===== config.mk =====
export PLATFORM = sky130hd
export DESIGN_NAME = boot_frame_builder_crc32_unit
export DESIGN_NICKNAME = d
export VERILOG_FILES = /design/src/hw/rtl/bfb_pkg.sv /design/src/hw/rtl/bfb_ram.sv /design/src/hw/rtl/bfb_crc_unit.sv /design/src/hw/rtl/bfb_seq.sv /design/src/hw/rtl/boot_frame_builder_crc32_unit.sv
export SDC_FILE = /design/constraint.sdc
export NUM_CORES = 1
export LEC_CHECK = 0
export ABC_AREA = 0
export BUFFER_PORTS_ARGS = -buffer_cell sky130_fd_sc_hd__buf_2
export CORE_AREA = 2 2 280 171
export CTS_BUF_LIST = sky130_fd_sc_hd__clkbuf_8
export DETAILED_ROUTE_END_ITERATION = 7
export DIE_AREA = 0 0 282 173
export GPL_ROUTABILITY_DRIVEN = 1
export SLEW_MARGIN = 20
export SYNTH_ARGS = -nofsm -noshare
export SYNTH_HDL_FRONTEND = slang
export SYNTH_SLANG_ARGS = --single-unit

===== constraint.sdc =====
create_clock -name i_clk -period 4.6 [get_ports i_clk]
set_input_delay 0 -clock i_clk [delete_from_list [all_inputs] [get_ports i_clk]]
set_output_delay 0 -clock i_clk [all_outputs]
set_load 0.1 [all_outputs]

===== src/hw/rtl/bfb_pkg.sv =====
// ----------------------------------------------------------------------------
// Boot frame builder package
// Shared constants, codes, sequencer types and the CRC-32 byte update.
// ----------------------------------------------------------------------------
package bfb_pkg;

    localparam int MAX_CHUNK = 32;
    localparam int HDR_LEN   = 10;  // chunk header, count, header CRC, data CRC
    localparam int CTRL_LEN  = 6;   // command, zero, CRC
    localparam int ADDR_W    = (MAX_CHUNK > 1) ? $clog2(MAX_CHUNK) : 1;
    localparam int CNT_W     = $clog2(MAX_CHUNK + 1);
    localparam int IDX_W     = $clog2(MAX_CHUNK + HDR_LEN);

    localparam logic [31:0] CRC_POLY = 32'hEDB8_8320;
    localparam logic [31:0] CRC_ONES = 32'hFFFF_FFFF;

    localparam logic [1:0] FUNC_START = 2'd0;
    localparam logic [1:0] FUNC_STOP  = 2'd1;
    localparam logic [1:0] FUNC_CHUNK = 2'd2;

    localparam logic [1:0] REG_START_CMD = 2'd0;
    localparam logic [1:0] REG_END_CMD   = 2'd1;
    localparam logic [1:0] REG_CHUNK_CMD = 2'd2;

    typedef enum logic [3:0] {
        S_IDLE = 4'b0001,
        S_HDR0 = 4'b0010,
        S_HDR1 = 4'b0100,
        S_EMIT = 4'b1000
    } t_state;

    typedef struct packed {
        logic             go;
        logic [IDX_W-1:0] last_idx;
    } t_seq_req;

    typedef struct packed {
        logic             busy;
        logic             hdr0;
        logic             hdr1;
        logic             emit;
        logic             done;
        logic [IDX_W-1:0] idx;
    } t_seq_ctrl;

    // Reflected CRC-32 update by one byte, least significant bit first.
    function automatic logic [31:0] crc_feed(input logic [31:0] crc_in,
                                             input logic [7:0]  data);
        logic [31:0] c;
        c = crc_in ^ {24'd0, data};
        for (int b = 0; b < 8; b++) begin
            c = c[0] ? ((c >> 1) ^ CRC_POLY) : (c >> 1);
        end
        return c;
    endfunction

endpackage


===== src/hw/rtl/bfb_ram.sv =====
// ----------------------------------------------------------------------------
// Generic RAM
// Single write port, single read port with registered read data.
// ----------------------------------------------------------------------------
module bfb_ram #(
    parameter int WIDTH = 8,
    parameter int DEPTH = 32
) (
    input  logic                             i_clk,
    input  logic                             i_we,
    input  logic [$clog2(DEPTH > 1 ? DEPTH : 2)-1:0] i_waddr,
    input  logic [WIDTH-1:0]                 i_wdata,
    input  logic [$clog2(DEPTH > 1 ? DEPTH : 2)-1:0] i_raddr,
    output logic [WIDTH-1:0]                 o_rdata
);
    logic [WIDTH-1:0] r_mem [DEPTH];

    always_ff @(posedge i_clk) begin
        if (i_we) begin
            r_mem[i_waddr] <= i_wdata;
        end
        o_rdata <= r_mem[i_raddr];
    end

endmodule


===== src/hw/rtl/bfb_crc_unit.sv =====
// ----------------------------------------------------------------------------
// CRC-32 update unit
// Shared byte-wide CRC step, used for payload bytes and for frame headers.
// ----------------------------------------------------------------------------
module bfb_crc_unit (
    input  logic [31:0] i_crc,
    input  logic [7:0]  i_byte,
    output logic [31:0] o_crc
);
    import bfb_pkg::*;

    assign o_crc = crc_feed(i_crc, i_byte);

endmodule


===== src/hw/rtl/bfb_seq.sv =====
// ----------------------------------------------------------------------------
// Frame sequencer
// Steps the header CRC through the shared unit, then counts out the beats.
// ----------------------------------------------------------------------------
module bfb_seq (
    input  logic               i_clk,
    input  logic               i_rst_n,
    input  bfb_pkg::t_seq_req  i_req,
    output bfb_pkg::t_seq_ctrl o_ctrl
);
    import bfb_pkg::*;

    t_state           r_state, n_state;
    logic [IDX_W-1:0] r_idx, n_idx;
    logic [IDX_W-1:0] r_last_idx, n_last_idx;
    logic             done;

    assign done = (r_state == S_EMIT) && (r_idx == r_last_idx);

    always_comb begin
        n_state    = r_state;
        n_idx      = r_idx;
        n_last_idx = r_last_idx;
        unique case (r_state)
            S_IDLE: begin
                if (i_req.go) begin
                    n_state    = S_HDR0;
                    n_last_idx = i_req.last_idx;
                end
            end
            S_HDR0: begin
                n_state = S_HDR1;
            end
            S_HDR1: begin
                n_state = S_EMIT;
                n_idx   = '0;
            end
            S_EMIT: begin
                n_idx = r_idx + IDX_W'(1);
                if (done) begin
                    n_state = S_IDLE;
                end
            end
            default: begin
                n_state = S_IDLE;
            end
        endcase
    end

    always_ff @(posedge i_clk) begin
        if (!i_rst_n) begin
            r_state    <= S_IDLE;
            r_idx      <= '0;
            r_last_idx <= '0;
        end else begin
            r_state    <= n_state;
            r_idx      <= n_idx;
            r_last_idx <= n_last_idx;
        end
    end

    assign o_ctrl.busy = (r_state != S_IDLE);
    assign o_ctrl.hdr0 = (r_state == S_HDR0);
    assign o_ctrl.hdr1 = (r_state == S_HDR1);
    assign o_ctrl.emit = (r_state == S_EMIT);
    assign o_ctrl.done = done;
    assign o_ctrl.idx  = r_idx;

endmodule


===== src/hw/rtl/boot_frame_builder_crc32_unit.sv =====
// ----------------------------------------------------------------------------
// Boot frame builder with CRC-32
// Buffers chunk bytes with a running CRC and emits start, stop and chunk frames.
// ----------------------------------------------------------------------------
// A chunk byte that does not close the chunk is stored and fed into the CRC; busy stays low.
// Start or stop frame: header CRC in HDR0, HDR1, then six beats, one per cycle.
// Chunk frame: header CRC in HDR0, HDR1, then ten plus byte-count beats.
// The header CRC steps through the one shared byte-wide CRC unit.
// Beats cannot be stalled. Synchronous active-low reset clears the sequencer
// and byte count; it presets the running CRC to ones, the commands to 1, 2, 3.
module boot_frame_builder_crc32_unit (
    input  logic       i_clk,
    input  logic       i_rst_n,
    input  logic       start,
    output logic       busy,
    input  logic [1:0] i_func,
    input  logic [7:0] i_data_byte,
    input  logic       i_last_byte,
    input  logic       i_cfg_we,
    input  logic [1:0] i_cfg_index,
    input  logic [7:0] i_cfg_data,
    output logic       o_out_valid,
    output logic [7:0] o_out_byte,
    output logic       o_end_of_frame
);
    import bfb_pkg::*;

    logic [7:0]       r_start_cmd, r_end_cmd, r_chunk_cmd;
    logic [CNT_W-1:0] r_count;
    logic [31:0]      r_run_crc;
    logic [31:0]      r_hdr_crc;
    logic [7:0]       r_cmd;
    logic [7:0]       r_second;
    logic             r_chunk;

    t_seq_req         req;
    t_seq_ctrl        ctrl;
    logic             accept;
    logic             is_chunk;
    logic             close;
    logic [CNT_W:0]   count_inc;
    logic [31:0]      crc_in;
    logic [7:0]       crc_byte;
    logic [31:0]      crc_out;
    logic [31:0]      hdr_fin;
    logic [31:0]      run_fin;
    logic [7:0]       ram_rdata;
    logic [IDX_W-1:0] rd_off;

    assign accept    = start && !busy;
    assign is_chunk  = (i_func == FUNC_CHUNK);
    assign count_inc = {1'b0, r_count} + (CNT_W + 1)'(1);
    // The store fills up after this byte when the count reaches its depth.
    assign close     = is_chunk && (i_last_byte || (count_inc >= (CNT_W + 1)'(MAX_CHUNK)));

    assign req.go       = accept && ((i_func == FUNC_START) || (i_func == FUNC_STOP) || close);
    assign req.last_idx = is_chunk ? (IDX_W'(HDR_LEN - 1) + IDX_W'(count_inc))
                                   : IDX_W'(CTRL_LEN - 1);

    bfb_seq u_seq (
        .i_clk   (i_clk),
        .i_rst_n (i_rst_n),
        .i_req   (req),
        .o_ctrl  (ctrl)
    );

    assign busy = ctrl.busy;

    always_comb begin
        priority if (ctrl.hdr0) begin
            crc_in   = CRC_ONES;
            crc_byte = r_cmd;
        end else if (ctrl.hdr1) begin
            crc_in   = r_hdr_crc;
            crc_byte = r_second;
        end else begin
            crc_in   = r_run_crc;
            crc_byte = i_data_byte;
        end
    end

    bfb_crc_unit u_crc (
        .i_crc  (crc_in),
        .i_byte (crc_byte),
        .o_crc  (crc_out)
    );

    always_ff @(posedge i_clk) begin
        if (!i_rst_n) begin
            r_start_cmd <= 8'd1;
            r_end_cmd   <= 8'd2;
            r_chunk_cmd <= 8'd3;
        end else if (i_cfg_we) begin
            unique case (i_cfg_index)
                REG_START_CMD: r_start_cmd <= i_cfg_data;
                REG_END_CMD:   r_end_cmd   <= i_cfg_data;
                REG_CHUNK_CMD: r_chunk_cmd <= i_cfg_data;
                default:       ;
            endcase
        end
    end

    always_ff @(posedge i_clk) begin
        if (!i_rst_n) begin
            r_count   <= '0;
            r_run_crc <= CRC_ONES;
        end else if (accept && is_chunk) begin
            r_count   <= count_inc[CNT_W-1:0];
            r_run_crc <= crc_out;
        end else if (ctrl.done && r_chunk) begin
            r_count   <= '0;
            r_run_crc <= CRC_ONES;
        end
    end

    always_ff @(posedge i_clk) begin
        if (!i_rst_n) begin
            r_chunk <= 1'b0;
        end else if (req.go) begin
            r_chunk <= is_chunk;
        end
    end

    always_ff @(posedge i_clk) begin
        if (req.go) begin
            unique case (i_func)
                FUNC_START: r_cmd <= r_start_cmd;
                FUNC_STOP:  r_cmd <= r_end_cmd;
                default:    r_cmd <= r_chunk_cmd;
            endcase
            r_second <= is_chunk ? 8'({2'b00, 6'(count_inc)}) : 8'd0;
        end
        if (ctrl.hdr0 || ctrl.hdr1) begin
            r_hdr_crc <= crc_out;
        end
    end

    // The read address runs ahead of the payload beats, as the store registers its read data.
    assign rd_off = ctrl.idx - IDX_W'(HDR_LEN - 1);

    bfb_ram #(
        .WIDTH (8),
        .DEPTH (MAX_CHUNK)
    ) u_store (
        .i_clk   (i_clk),
        .i_we    (accept && is_chunk),
        .i_waddr (r_count[ADDR_W-1:0]),
        .i_wdata (i_data_byte),
        .i_raddr (rd_off[ADDR_W-1:0]),
        .o_rdata (ram_rdata)
    );

    assign hdr_fin = ~r_hdr_crc;
    assign run_fin = ~r_run_crc;

    always_comb begin
        priority if (ctrl.idx == IDX_W'(0)) begin
            o_out_byte = r_cmd;
        end else if (ctrl.idx == IDX_W'(1)) begin
            o_out_byte = r_second;
        end else if (ctrl.idx == IDX_W'(2)) begin
            o_out_byte = hdr_fin[7:0];
        end else if (ctrl.idx == IDX_W'(3)) begin
            o_out_byte = hdr_fin[15:8];
        end else if (ctrl.idx == IDX_W'(4)) begin
            o_out_byte = hdr_fin[23:16];
        end else if (ctrl.idx == IDX_W'(5)) begin
            o_out_byte = hdr_fin[31:24];
        end else if (ctrl.idx == IDX_W'(6)) begin
            o_out_byte = run_fin[7:0];
        end else if (ctrl.idx == IDX_W'(7)) begin
            o_out_byte = run_fin[15:8];
        end else if (ctrl.idx == IDX_W'(8)) begin
            o_out_byte = run_fin[23:16];
        end else if (ctrl.idx == IDX_W'(9)) begin
            o_out_byte = run_fin[31:24];
        end else begin
            o_out_byte = ram_rdata;
        end
    end

    assign o_out_valid    = ctrl.emit;
    assign o_end_of_frame = ctrl.done;

endmodule


# == After elaboration in Yosys (flattened, before gate mapping) ==
# Memory sizes are Yosys's and may differ from the RTL's. A register that Yosys moved wholly into a read port is not among the register bits.
# Cells that the tools add are included.
# W data, S select, Z words.
# classes
addsub,4
multipliers,0
n_div,0
n_lt_le_gt_ge,1
n_eq_ne,21
shift,0
muxes,34
bitwise,11
n_reduce_logical,21
# ops
operator,n
$mux W32,12
$not A13 Y14,8
$mux W8,12
$not A32 Y32,2
$xor A32 B8 Y32,1
$eq A6 B3 Y1 const B,4
$mux W6,3
$pmux W4 S4,1
$pmux W8 S2,1
$eq A6 B2 Y1 const B,2
$eq A6 B4 Y1 const B,2
$pmux W6 S2,1
$reduce_and A2 Y1,5
$mux W4,2
$add A6 B1 Y7 const B,1
$ge A7 B6 Y1 const B,1
$add A4 B6 Y6 const A,1
$add A6 B1 Y6 const B,1
$eq A6 B1 Y1 const B,1
$eq A6 B6 Y1,1
$logic_and A1 B1 Y1,6
$logic_not A6 Y1,1
$sub A5 B4 Y5 const B,1
$eq A2 B1 Y1 const B,2
13 further kinds,20
# totals
reg_bits,127
latchBits,0
ramBits,256
romBits,0
in_bits,25
output_inout_bits,11
n_memories,1
# memory_table
name,depth,width,rd,rd_ports_with_merged_regs,write_ports,line_no,rtl
u_store.r_mem,32,8,1,1,1,bfb_ram.sv:16,logic [WIDTH-1:0] r_mem [DEPTH];

# == Longest topological paths before layout ==
# Gate-level depths: netlist (run 1).
# depth
depth_word,21
mapped_depth,13
mapped_depth_nobuf,9

# == Cells and area by module ==
# From an unflattened synthesis (run 1), not the netlist that was laid out.
# unflattened
cells_unflattened,1192
hier_area_um2,17629.4
# modules_own_cells
module,n_inst,cells_per_inst,area_per_inst_um2,seq_area_each_um2
bfb_ram,1,417,10053.4,7847.5
boot_frame_builder_crc32_unit,1,621,5738.0,2642.5
bfb_crc_unit,1,63,1013.5,0.0
bfb_seq,1,91,824.5,320.3

# == Worst setup path after synthesis (run 1) ==
# No wires, ideal clock.
# synth_timing
path_type,register to register
startpoint,register u_seq.r_idx[0]
endpoint,register r_run_crc[10]
setup_time_ns,0.061
arrival_time_ns,4.993
required_time_ns,4.539
slack_ns,-0.454
stages_incl_launch_ff,12
cell_sequence,dfxtp_1 -> clkbuf_1 -> clkbuf_1 -> buf_2 -> xnor2_1 -> nand4_1 -> nor3_1 -> nand2_1 -> nand2_1 -> clkbuf_1 -> o22ai_1 -> nand2_1
# synth_via
elab_chain_cells,4
# synth_lines
element,line_no,rtl
start: declaration,bfb_seq.sv:14,"logic [IDX_W-1:0] r_idx, n_idx;"
start signal: assignment,bfb_seq.sv:57,r_idx <= n_idx;
$eq A6 B6 Y1,bfb_seq.sv:18,assign done = (r_state == S_EMIT) && (r_idx == r_last_idx);
$logic_and A1 B1 Y1,bfb_seq.sv:18,
net o_end_of_frame,boot_frame_builder_crc32_unit.sv:24,output logic o_end_of_frame
$logic_and A1 B1 Y1,boot_frame_builder_crc32_unit.sv:110,end else if (ctrl.done && r_chunk) begin
$reduce_bool A2 Y1 (no source line),--,
end signal: assignment,boot_frame_builder_crc32_unit.sv:109,r_run_crc <= crc_out;
end: declaration,boot_frame_builder_crc32_unit.sv:30,logic [31:0] r_run_crc;
# The timed path passes the listed nets, and every way through them passes these cells.
# A chain may end at the register's enable or synchronous reset.

# == Worst setup path after layout (run 1) ==
# layout_timing
startpoint,register u_seq.r_idx[3]
endpoint,output port o_out_byte[4]
# layout_via
elab_chain_cells,11
word_cells_on_any_way,20
classes_between,eq/ne (9); mux (10); reduce/logical (1)
# layout_lines
element,line_no,rtl
$eq A6 B4 Y1,boot_frame_builder_crc32_unit.sv:175,end else if (ctrl.idx == IDX_W'(9)) begin
$mux W8,boot_frame_builder_crc32_unit.sv:175,
$mux W8,boot_frame_builder_crc32_unit.sv:173,end else if (ctrl.idx == IDX_W'(8)) begin
$mux W8,boot_frame_builder_crc32_unit.sv:171,end else if (ctrl.idx == IDX_W'(7)) begin
$mux W8,boot_frame_builder_crc32_unit.sv:169,end else if (ctrl.idx == IDX_W'(6)) begin
$mux W8,boot_frame_builder_crc32_unit.sv:167,end else if (ctrl.idx == IDX_W'(5)) begin
$mux W8,boot_frame_builder_crc32_unit.sv:165,end else if (ctrl.idx == IDX_W'(4)) begin
$mux W8,boot_frame_builder_crc32_unit.sv:163,end else if (ctrl.idx == IDX_W'(3)) begin
$mux W8,boot_frame_builder_crc32_unit.sv:161,end else if (ctrl.idx == IDX_W'(2)) begin
$mux W8,boot_frame_builder_crc32_unit.sv:159,end else if (ctrl.idx == IDX_W'(1)) begin
$mux W8 (*),boot_frame_builder_crc32_unit.sv:157,priority if (ctrl.idx == IDX_W'(0)) begin
end: declaration,boot_frame_builder_crc32_unit.sv:23,"output logic [7:0] o_out_byte,"
# Every way passes the cells marked *; elsewhere a longest branch is shown, timed or not.

==> flow_summary.ini, run 1 <==
[status]
status = finished, final reports clean

[critical_path]
endpoint_kind = output port
crit_chain = nor4b_1 > buf_4 > and2_1 > nand2_1 > a31oi_1 > o22ai_1 > a211oi_1 > nor2_1 > buf_2
path_class = register to output port
crit_family = simple AND/OR/NAND/NOR gates
critPathLaunchType = register
slowest_stage = dfxtp_1
critPathRequiredTime_ns = 4.60
cp.arrival_ns = 3.95
cp_num_buf_inv = 2
critPathMaxFanout = 14
slowest_delay_ns = 0.67

[synthesis]
syn-num-nets = 1240
ys_seq_area_share_pct = 62.19
synthDistinctLibCells = 63
async_reset_ff_share_pct = 0
synth_flop_cell = edfxtp_1
yosysWarningCount = 0
synth_cells = 1205
syn_area_um2 = 17380
synth_enable_flop_cells = 302
ys_seq_elements = 389
avgSynthCellArea_um2 = 14.43

[clock_tree]
clock-sinks = 389
cts-buffers-inserted = 56
cts_root_buffer = clkbuf_8
insertion_delay_ns = 0.66
cts_tree = yes
htreeDepth = 2
clk_transition_reported_paths_ns = 0.07
cts_buffer_depth = 3

[hold_path]
min_path_type = primary input to register

[floorplanning]
rows = 61
start_util_pct = 37.77
die_w_um = 282
die_y_um = 173
core_area_um2 = 46020
boundaryPins = 36
die_area_um2 = 48790

[sta]
setup_viol = 0
hold_ws_ns = 0.1303
relSlewSlack_pct = 28.94
fin_tns_setup_ns = 0
worst_pin_slew_ns = 1.066
fin_crit_ns = 3.948
rsz0062_at_grt = false
slew_viol_final = 0
fmax_ghz = 0.2533
post-route-period-util_pct = 85.82
skew_ns = 0.04355
finalHoldViolations = 0

[routing]
first_iter_violations = 1425
ant_nets = 0
vias = 11058
drt-total-wl_um = 47920
vias_per_cell = 5.571
wl_per_cell_um = 24.14
dr.pass1.iters = 5
drc = 0

[finish]
final_layout_size_suffix_gt1_share_pct = 21.62
final_nets = 1343
final_cell_mix = edfxtp_1 (302), nand2_1 (123), dfxtp_1 (86)
syn_to_final_growth_pct = 14.83
diodes = 0
final_common_cell = edfxtp_1

[global_routing]
grt_start_max_net_pins = 65
overflow = 0
grt_first_pass_wirelength_um = 69920
antenna_found_initial = 3
grt_pass1_vias = 10248
grt_use_total_pct = 19.56

[place]
dp_hpwl_um = 32510
place_congestion = 0.9489
io_buffer_count = 35

[power]
power_density_nw_per_um2 = 455.2
p_leak_nw = 6.895
ir_worst_vdd_mv = 0.2513

[run]
max_cap_violations = 0
metrics by stage:
stage	std cells	total power [mW]	worst slack [ns]	cell area [µm²]	util, %
finish	1985	9.087	0.6524	19960	43.38
floorplan	1205	5.630	0.05583	17390	-
global placement	1857	6.229	1.182	18560	40.32
global route	1985	9.432	0.4200	19960	43.38
detailed placement	1857	6.236	1.122	18560	40.32
CTS	1985	9.109	0.8075	19950	43.35
layer usage:
layer | GRT usage, % | part of all wire, % | up-vias
li1 | - | - | 4803
met3 | 6.283 | 12 | 88
met2 | 23.61 | 38 | 608
met5 | 0 | 0 | -
met4 | 5.075 | 2.2 | 0
met1 | 32.44 | 48 | 5559
sequential cells by signal, indices dropped and copies added, names as in the netlist:
name	flops
r_hdr_crc	32
r_end_cmd	8
r_run_crc	32
u_store.o_rdata	8
r_cmd	8
r_chunk_cmd	8
r_count	6
u_store.r_mem	256
r_start_cmd	8
u_seq.r_idx	6
r_second	6
r_chunk	1
u_seq.r_last_idx	6
u_seq.r_state	4
cell families after synthesis:
logic type,share of synthesized area (%)
flip-flops,62.19
multiplexers,14.05
AO/OA/AOI/OAI,7.010
XOR/XNOR,5.722
AND/OR/NAND/NOR,8.205
adder cells (fa/ha/maj),0.7197
buffers and inverters,2.109
layout make-up:
class                      count  area [µm²]
fill                        4138       26060
sequential                   389       10810
multi-input combinational    724        6254
timing repair buffer         119       875.8
clock buffer                  61       839.6
tap                          630       788.3
clock inverter                44       324.1
inverter                      18       67.56
cells in the mapped netlist (all sizes together) (5+ instances only):
master	n	share of area [%]
xor2	24	1.3
a22oi	11	0.48
a21o	5	0.22
a31oi	12	0.43
o21ai	36	1.0
inv	17	0.37
edfxtp	302	52
xnor3	13	1.7
dfxtp	87	10
nor3	7	0.20
buf	18	0.51
mux4	80	10
nor4b	5	0.25
mux2i	51	3.1
or3	5	0.18
mux2	9	0.60
a21oi	25	0.81
a31o	5	0.25
o22ai	36	1.3
o211ai	13	0.56
xnor2	44	2.3
and3	6	0.22
nand3	26	0.75
ha	10	0.72
nor2	74	1.6
nand3b	6	0.26
and2	8	0.29
nand2	123	2.7
nor2b	30	1.1
o22a	14	0.71
clkbuf	56	1.2
power by group:
| part | internal (mW) | leakage (nW) | switching [mW] |
|---|---|---|---|
| registers | 4.01 | 3.43 | 0.146 |
| clock network | 1.47 | 0.654 | 1.38 |
| logic | 0.825 | 2.81 | 1.26 |
| total | 6.31 | 6.89 | 2.78 |
path summary, 6_finish.rpt:
path / start / endpoint / slack [ns] / cells past startpoint
setup / recovery: u_seq.r_idx[3] / o_out_byte[4] / 0.65 / 9
hold / removal: i_cfg_we / r_end_cmd[1] / 0.13 / 4
setup reg to reg: u_seq.r_state[2] / r_run_crc[22] / 1.02 / 7
hold reg to reg: r_end_cmd[1] / r_end_cmd[1] / 0.48 / 2
what timing repair did:
item | CTS | global route
hold buffers | 23 | 0
resized for setup | 0 | 0
buffers inserted | 0 | 0
hold endpoints to repair | 277 | 0
worst reg2reg max path, stage by stage (launching register included):
cell     delay [ns]
dfxtp_1        0.30
buf_4          0.20
or4b_1         0.98
mux2i_4        0.47
xnor2_1        0.66
xor3_1         0.58
o22ai_1        0.18
nand2_1        0.07
Note: power is estimated with default switching activity, not from simulation.
==> inputs of run 2 (changes only) <==
- CORE_AREA: 2 2 280 171 -> 2 2 223 137
- DIE_AREA: 0 0 282 173 -> 0 0 225 139
- PLACE_DENSITY: not set -> 0.76
==> run 2 against run 1 <==
Compared with the run above:
- largest power group unchanged
- critical path depth shrank 2
- critical endpoint is now o_out_byte[5]
- core utilization increased by 22 points
- setup slack got worse by 0.21 ns
- sequential cell count unchanged
- via count is 0.54% lower
==> flow_summary.ini, run 2 (synthesis results as in run 1) <==
[routing]
vias = 10998
first_iter_violations = 1550
drc = 0
ant_nets = 0
drt-total-wl_um = 44910
vias_per_cell = 6.492
dr.pass1.iters = 6
wl_per_cell_um = 26.51

[finish]
fin_util_pct = 65.48
final_nets = 1307
final_cell_mix = edfxtp_1 (302), nand2_1 (123), dfxtp_1 (86)
top_register = u_store.r_mem
largest_reg_flops = 256
diodes = 0
final_common_cell = edfxtp_1
syn_to_final_growth_pct = 10.61
final_layout_size_suffix_gt1_share_pct = 18.67
reg.largest.list = u_store.r_mem (256), r_hdr_crc (32), r_run_crc (32)

[power]
power_density_nw_per_um2 = 455.2
internal-power_mw = 6.063
seq_power_share_pct = 47.8
p_leak_nw = 6.670
clock_power_share_pct = 29.0
p_sw_share_pct = 30.73
power_switching_mw = 2.690
share_comb_of_total_power_pct = 23.2
ir_worst_vdd_mv = 0.2712
finalPower_mw = 8.753

[critical_path]
critPathRequiredTime_ns = 4.60
critPathMaxFanout = 14
r2r_slack_ns = 0.94
cp_num_buf_inv = 1
path_class = register to output port
cp.arrival_ns = 4.16
slowest_delay_ns = 0.72
critPathLaunchType = register
reg2reg_depth = 8
crit_family = simple AND/OR/NAND/NOR gates
slowest_stage = nor4b_1
r2r-start = u_seq.r_state[1]
r2r_end = r_run_crc[19]
crit_chain = nor4b_1 > nand2_1 > o22a_1 > o311ai_0 > a31oi_1 > o21ai_0 > buf_2
endpoint_kind = output port

[sta]
setup_viol = 0
rsz0062_at_grt = false
worst_pin_slew_ns = 1.113
fin_crit_ns = 4.156
post-route-period-util_pct = 90.35
skew_ns = 0.04416
fmax_ghz = 0.2406
slew_viol_final = 0
relSlewSlack_pct = 25.42
finalHoldViolations = 0
fin_tns_setup_ns = 0

[run]
max_cap_violations = 0

[clock_tree]
ctsResizeCount = 0
insertion_delay_ns = 0.65
clock-sinks = 389
clk_transition_reported_paths_ns = 0.06
ctsHoldBuffers = 23
cts_root_buffer = clkbuf_8
cts-buffers-inserted = 54
post_cts_buffers = 0
cts_buffer_depth = 3
cts_tree = yes
htreeDepth = 2

[place]
place_congestion = 0.9726
dp_hpwl_um = 29980
io_buffer_count = 35

[floorplanning]
die_y_um = 139
start_util_pct = 59.20
rows = 49
core_area_um2 = 29370
die_w_um = 225
boundaryPins = 36
die_area_um2 = 31280

[global_routing]
grt_start_max_net_pins = 63
overflow = 0
antenna_found_initial = 1
grt_first_pass_wirelength_um = 66700
grt_use_total_pct = 29.14
grt_pass1_vias = 10483

[hold_path]
min_path_type = primary input to register
hold_depth = 4
holdPathEnd = r_end_cmd[1]
hold_start = i_cfg_we

[status]
status = finished, final reports clean
[run 2: cell types whose count changed in the layout (fill, tap and decap cells not counted)]
cell       change
xnor2_2        +1
inv_12         -1
inv_1         +14
clkbuf_8       -3
buf_4         -34
bufinv_16      -3
xnor2_4        -1
clkinv_2       -8
clkinv_1       -9
inv_8          +1
[run 2: how the worst max path moves through the flow]
stage                                start            end  slack [ns]  cells past startpoint
final                       u_seq.r_idx[2]  o_out_byte[5]        0.44                      7
after global routing        u_seq.r_idx[2]  o_out_byte[5]        0.31                      7
after floorplan             u_seq.r_idx[0]  o_out_byte[6]        0.06                     12
after global placement    u_seq.r_state[1]  r_run_crc[19]        1.11                      8
after CTS                   u_seq.r_idx[2]  o_out_byte[5]        0.57                      7
after detailed placement  u_seq.r_state[1]  r_run_crc[19]        1.05                      7
[run 2: per-layer routing]
layer	vias up	global-route usage, %	routed length, µm
li1	4745	-	-
met1	5464	45.37	19030
met2	716	37.48	17880
met3	71	12.94	7197
met4	2	6.100	760
met5	-	0.9217	39
[run 2: layout make-up]
class / count / area, µm²
Inverter: 18 / 67.56
Timing Repair Buffer: 85 / 620.6
Tap cell: 382 / 478.0
Fill cell: 2039 / 10140
Clock buffer: 58 / 798.3
Sequential cell: 389 / 10810
Clock inverter: 38 / 207.7
Multi-Input combinational cell: 724 / 6242
[run 2: power groups by stage]
| stage | clock network, mW | logic, mW | registers [mW] |
|---|---|---|---|
| after detailed placement | 0 | 1.96 | 4.24 |
| after floorplan | 0 | 1.48 | 4.15 |
| final | 2.54 | 2.03 | 4.18 |
| after CTS | 2.58 | 1.98 | 4.17 |
| after global placement | 0 | 1.93 | 4.24 |
| after global routing | 2.72 | 2.13 | 4.19 |
[run 2: worst register-to-register path: stages, from the launching register on]
cell and delay (ns):
dfxtp_1 0.75, or4b_1 0.88, buf_4 0.35, nor2_1 0.15, a31o_2 0.24, xor2_4 0.34
xnor3_2 0.46, xnor2_2 0.17, o22a_1 0.21
[run 2: stage by stage]
stage | instance area, µm² | std cells | hold slack [ns] | worst slack, ns
2_1_floorplan | 17390 | 1205 | 0.09887 | 0.05583
3_3_place_gp | 17990 | 1575 | 0.2565 | 1.106
3_5_place_dp | 17990 | 1575 | 0.2650 | 1.054
4_1_cts | 19230 | 1694 | 0.1406 | 0.5733
5_1_grt | 19230 | 1694 | 0.1710 | 0.3147
6_report | 19230 | 1694 | 0.1733 | 0.4439
==> inputs of run 3 (changes only) <==
- BUFFER_PORTS_ARGS: -buffer_cell sky130_fd_sc_hd__buf_2 -> -buffer_cell sky130_fd_sc_hd__buf_4
- clock period: 4.6 -> 3.9 ns (I/O delays scaled with it)
==> run 3 against run 2 <==
Compared with the run above:
- power grew 19%
- global-route usage increased by 0.62 points
- via count up 1.9%
- clock skew fell by 0.0085 ns
- worst hold slack improved by 0.016 ns
- combinational power rose by 21%
- critical path type unchanged
- largest power group unchanged
==> flow_summary.ini, run 3 (synthesis results as in run 1) <==
[finish]
final_nets = 1334
final_cell_mix = edfxtp_1 (302), nand2_1 (123), dfxtp_1 (86)
final_common_cell = edfxtp_1
regArea_um2 = 10810
multi_input_area_um2 = 6255
reg.largest.list = u_store.r_mem (256), r_hdr_crc (32), r_run_crc (32)
largest_reg_flops = 256
top_register = u_store.r_mem
fin_area_um2 = 19570
final_layout_size_suffix_gt1_share_pct = 20.45
fillers = 2045
syn_to_final_growth_pct = 12.57
diodes = 0

[floorplanning]
core_area_um2 = 29370
die_w_um = 225
rows = 49
die_y_um = 139
die_area_um2 = 31280
start_util_pct = 59.20
boundaryPins = 36

[sta]
finalHoldViolations = 0
rsz0062_at_grt = false
fin_crit_ns = 3.763
relSlewSlack_pct = 30.99
worst_pin_slew_ns = 1.032
setup_viol = 0
slew_viol_final = 0
fin_tns_setup_ns = 0
fmax_ghz = 0.2658
skew_ns = 0.03570
post-route-period-util_pct = 96.48

[global_routing]
grt_first_pass_wirelength_um = 67400
overflow = 0
grt_start_max_net_pins = 74
antenna_found_initial = 1
grt_pass1_vias = 10634
grt_use_total_pct = 29.77

[place]
dp_hpwl_um = 30310
placed_cell_area_um2 = 18240
place_congestion = 0.9904
io_buffer_count = 35

[critical_path]
slowest_stage = dfxtp_1
slowest_delay_ns = 0.64
crit_chain = nor4b_1 > buf_4 > and2_1 > nand2_1 > o211ai_1 > o211ai_1 > a31oi_1 > o21ai_1 > buf_4
critPathMaxFanout = 14
endpoint_kind = output port
critPathRequiredTime_ns = 3.90
cp.arrival_ns = 3.76
path_class = register to output port
critPathLaunchType = register

[routing]
vias = 11204
dr.pass1.iters = 6
ant_nets = 0
drt-total-wl_um = 45360
drc = 0
first_iter_violations = 1896
wl_per_cell_um = 26.26
vias_per_cell = 6.488

[run]
max_cap_violations = 0

[power]
p_leak_nw = 6.829
power_density_nw_per_um2 = 532.9
ir_worst_vdd_mv = 0.2781

[clock_tree]
cts_root_buffer = clkbuf_8
clk_transition_reported_paths_ns = 0.07
insertion_delay_ns = 0.63
cts-buffers-inserted = 56
clock-sinks = 389
post_cts_buffers = 0
cts_buffer_depth = 3
cts_tree = yes
htreeDepth = 2

[status]
status = finished, final reports clean

[hold_path]
min_path_type = primary input to register
## run 3: critical path, delay by kind of cell, from the launching register on
family                 cells  cell delay (ns)
AOI/OAI and AO/OA          4             1.02
buffers and inverters      2             0.48
DFF                        1             0.64
and+or+nand+nor            3             0.99
## run 3: power by group
part,internal [mW],switching (mW),leakage (nW)
combinational,1.02,1.43,2.77
clock,1.49,1.58,0.623
sequential,4.73,0.183,3.43
total,7.24,3.19,6.83
## run 3: path summary, 6_finish.rpt
| kind | from | to | slack [ns] | cells after the start |
|---|---|---|---|---|
| worst max-delay path | u_seq.r_idx[3] | o_out_byte[0] | 0.14 | 9 |
| worst min-delay path | i_cfg_data[4] | r_end_cmd[4] | 0.19 | 4 |
| worst max register to register | u_seq.r_state[3] | r_run_crc[15] | 0.26 | 7 |
| worst min register to register | r_end_cmd[1] | r_end_cmd[1] | 0.50 | 2 |
## run 3: metal layers
metal,vias up,share of wire (%),track usage (%)
met4,0,1.8,7.145
met1,5563,42,46.44
li1,4785,-,-
met5,-,0,0
met3,78,17,14.70
met2,778,39,36.79
## run 3: layout make-up
class	instances	area share, %
clock buffer	63	4.431
clock inverter	41	0.9271
inverter	18	0.3453
multi-input combinational	724	31.96
sequential	389	55.26
tap	382	2.442
timing repair buffer	110	4.629
## run 3: timing repair
action / CTS / global route
endpoints found under the setup margin: 0 / 1
hold buffers: 27 / 0
endpoints found under the hold margin: 333 / 0
resized for setup: 0 / 1
## run 3: per-stage QoR
| stage | std cells | power (mW) | hold slack [ns] | utilization (%) | setup WS [ns] |
|---|---|---|---|---|---|
| 3_3_place_gp | 1596 | 7.304 | 0.2335 | 62.12 | 0.5371 |
| 3_5_place_dp | 1596 | 7.346 | 0.2423 | 62.12 | 0.4108 |
| 5_1_grt | 1727 | 10.78 | 0.2120 | 66.64 | 0.06056 |
| 6_report | 1727 | 10.43 | 0.1897 | 66.64 | 0.1374 |
| 2_1_floorplan | 1205 | 6.646 | 0.09887 | - | 0.03055 |
| 4_1_cts | 1727 | 10.38 | 0.1478 | 66.61 | 0.2781 |
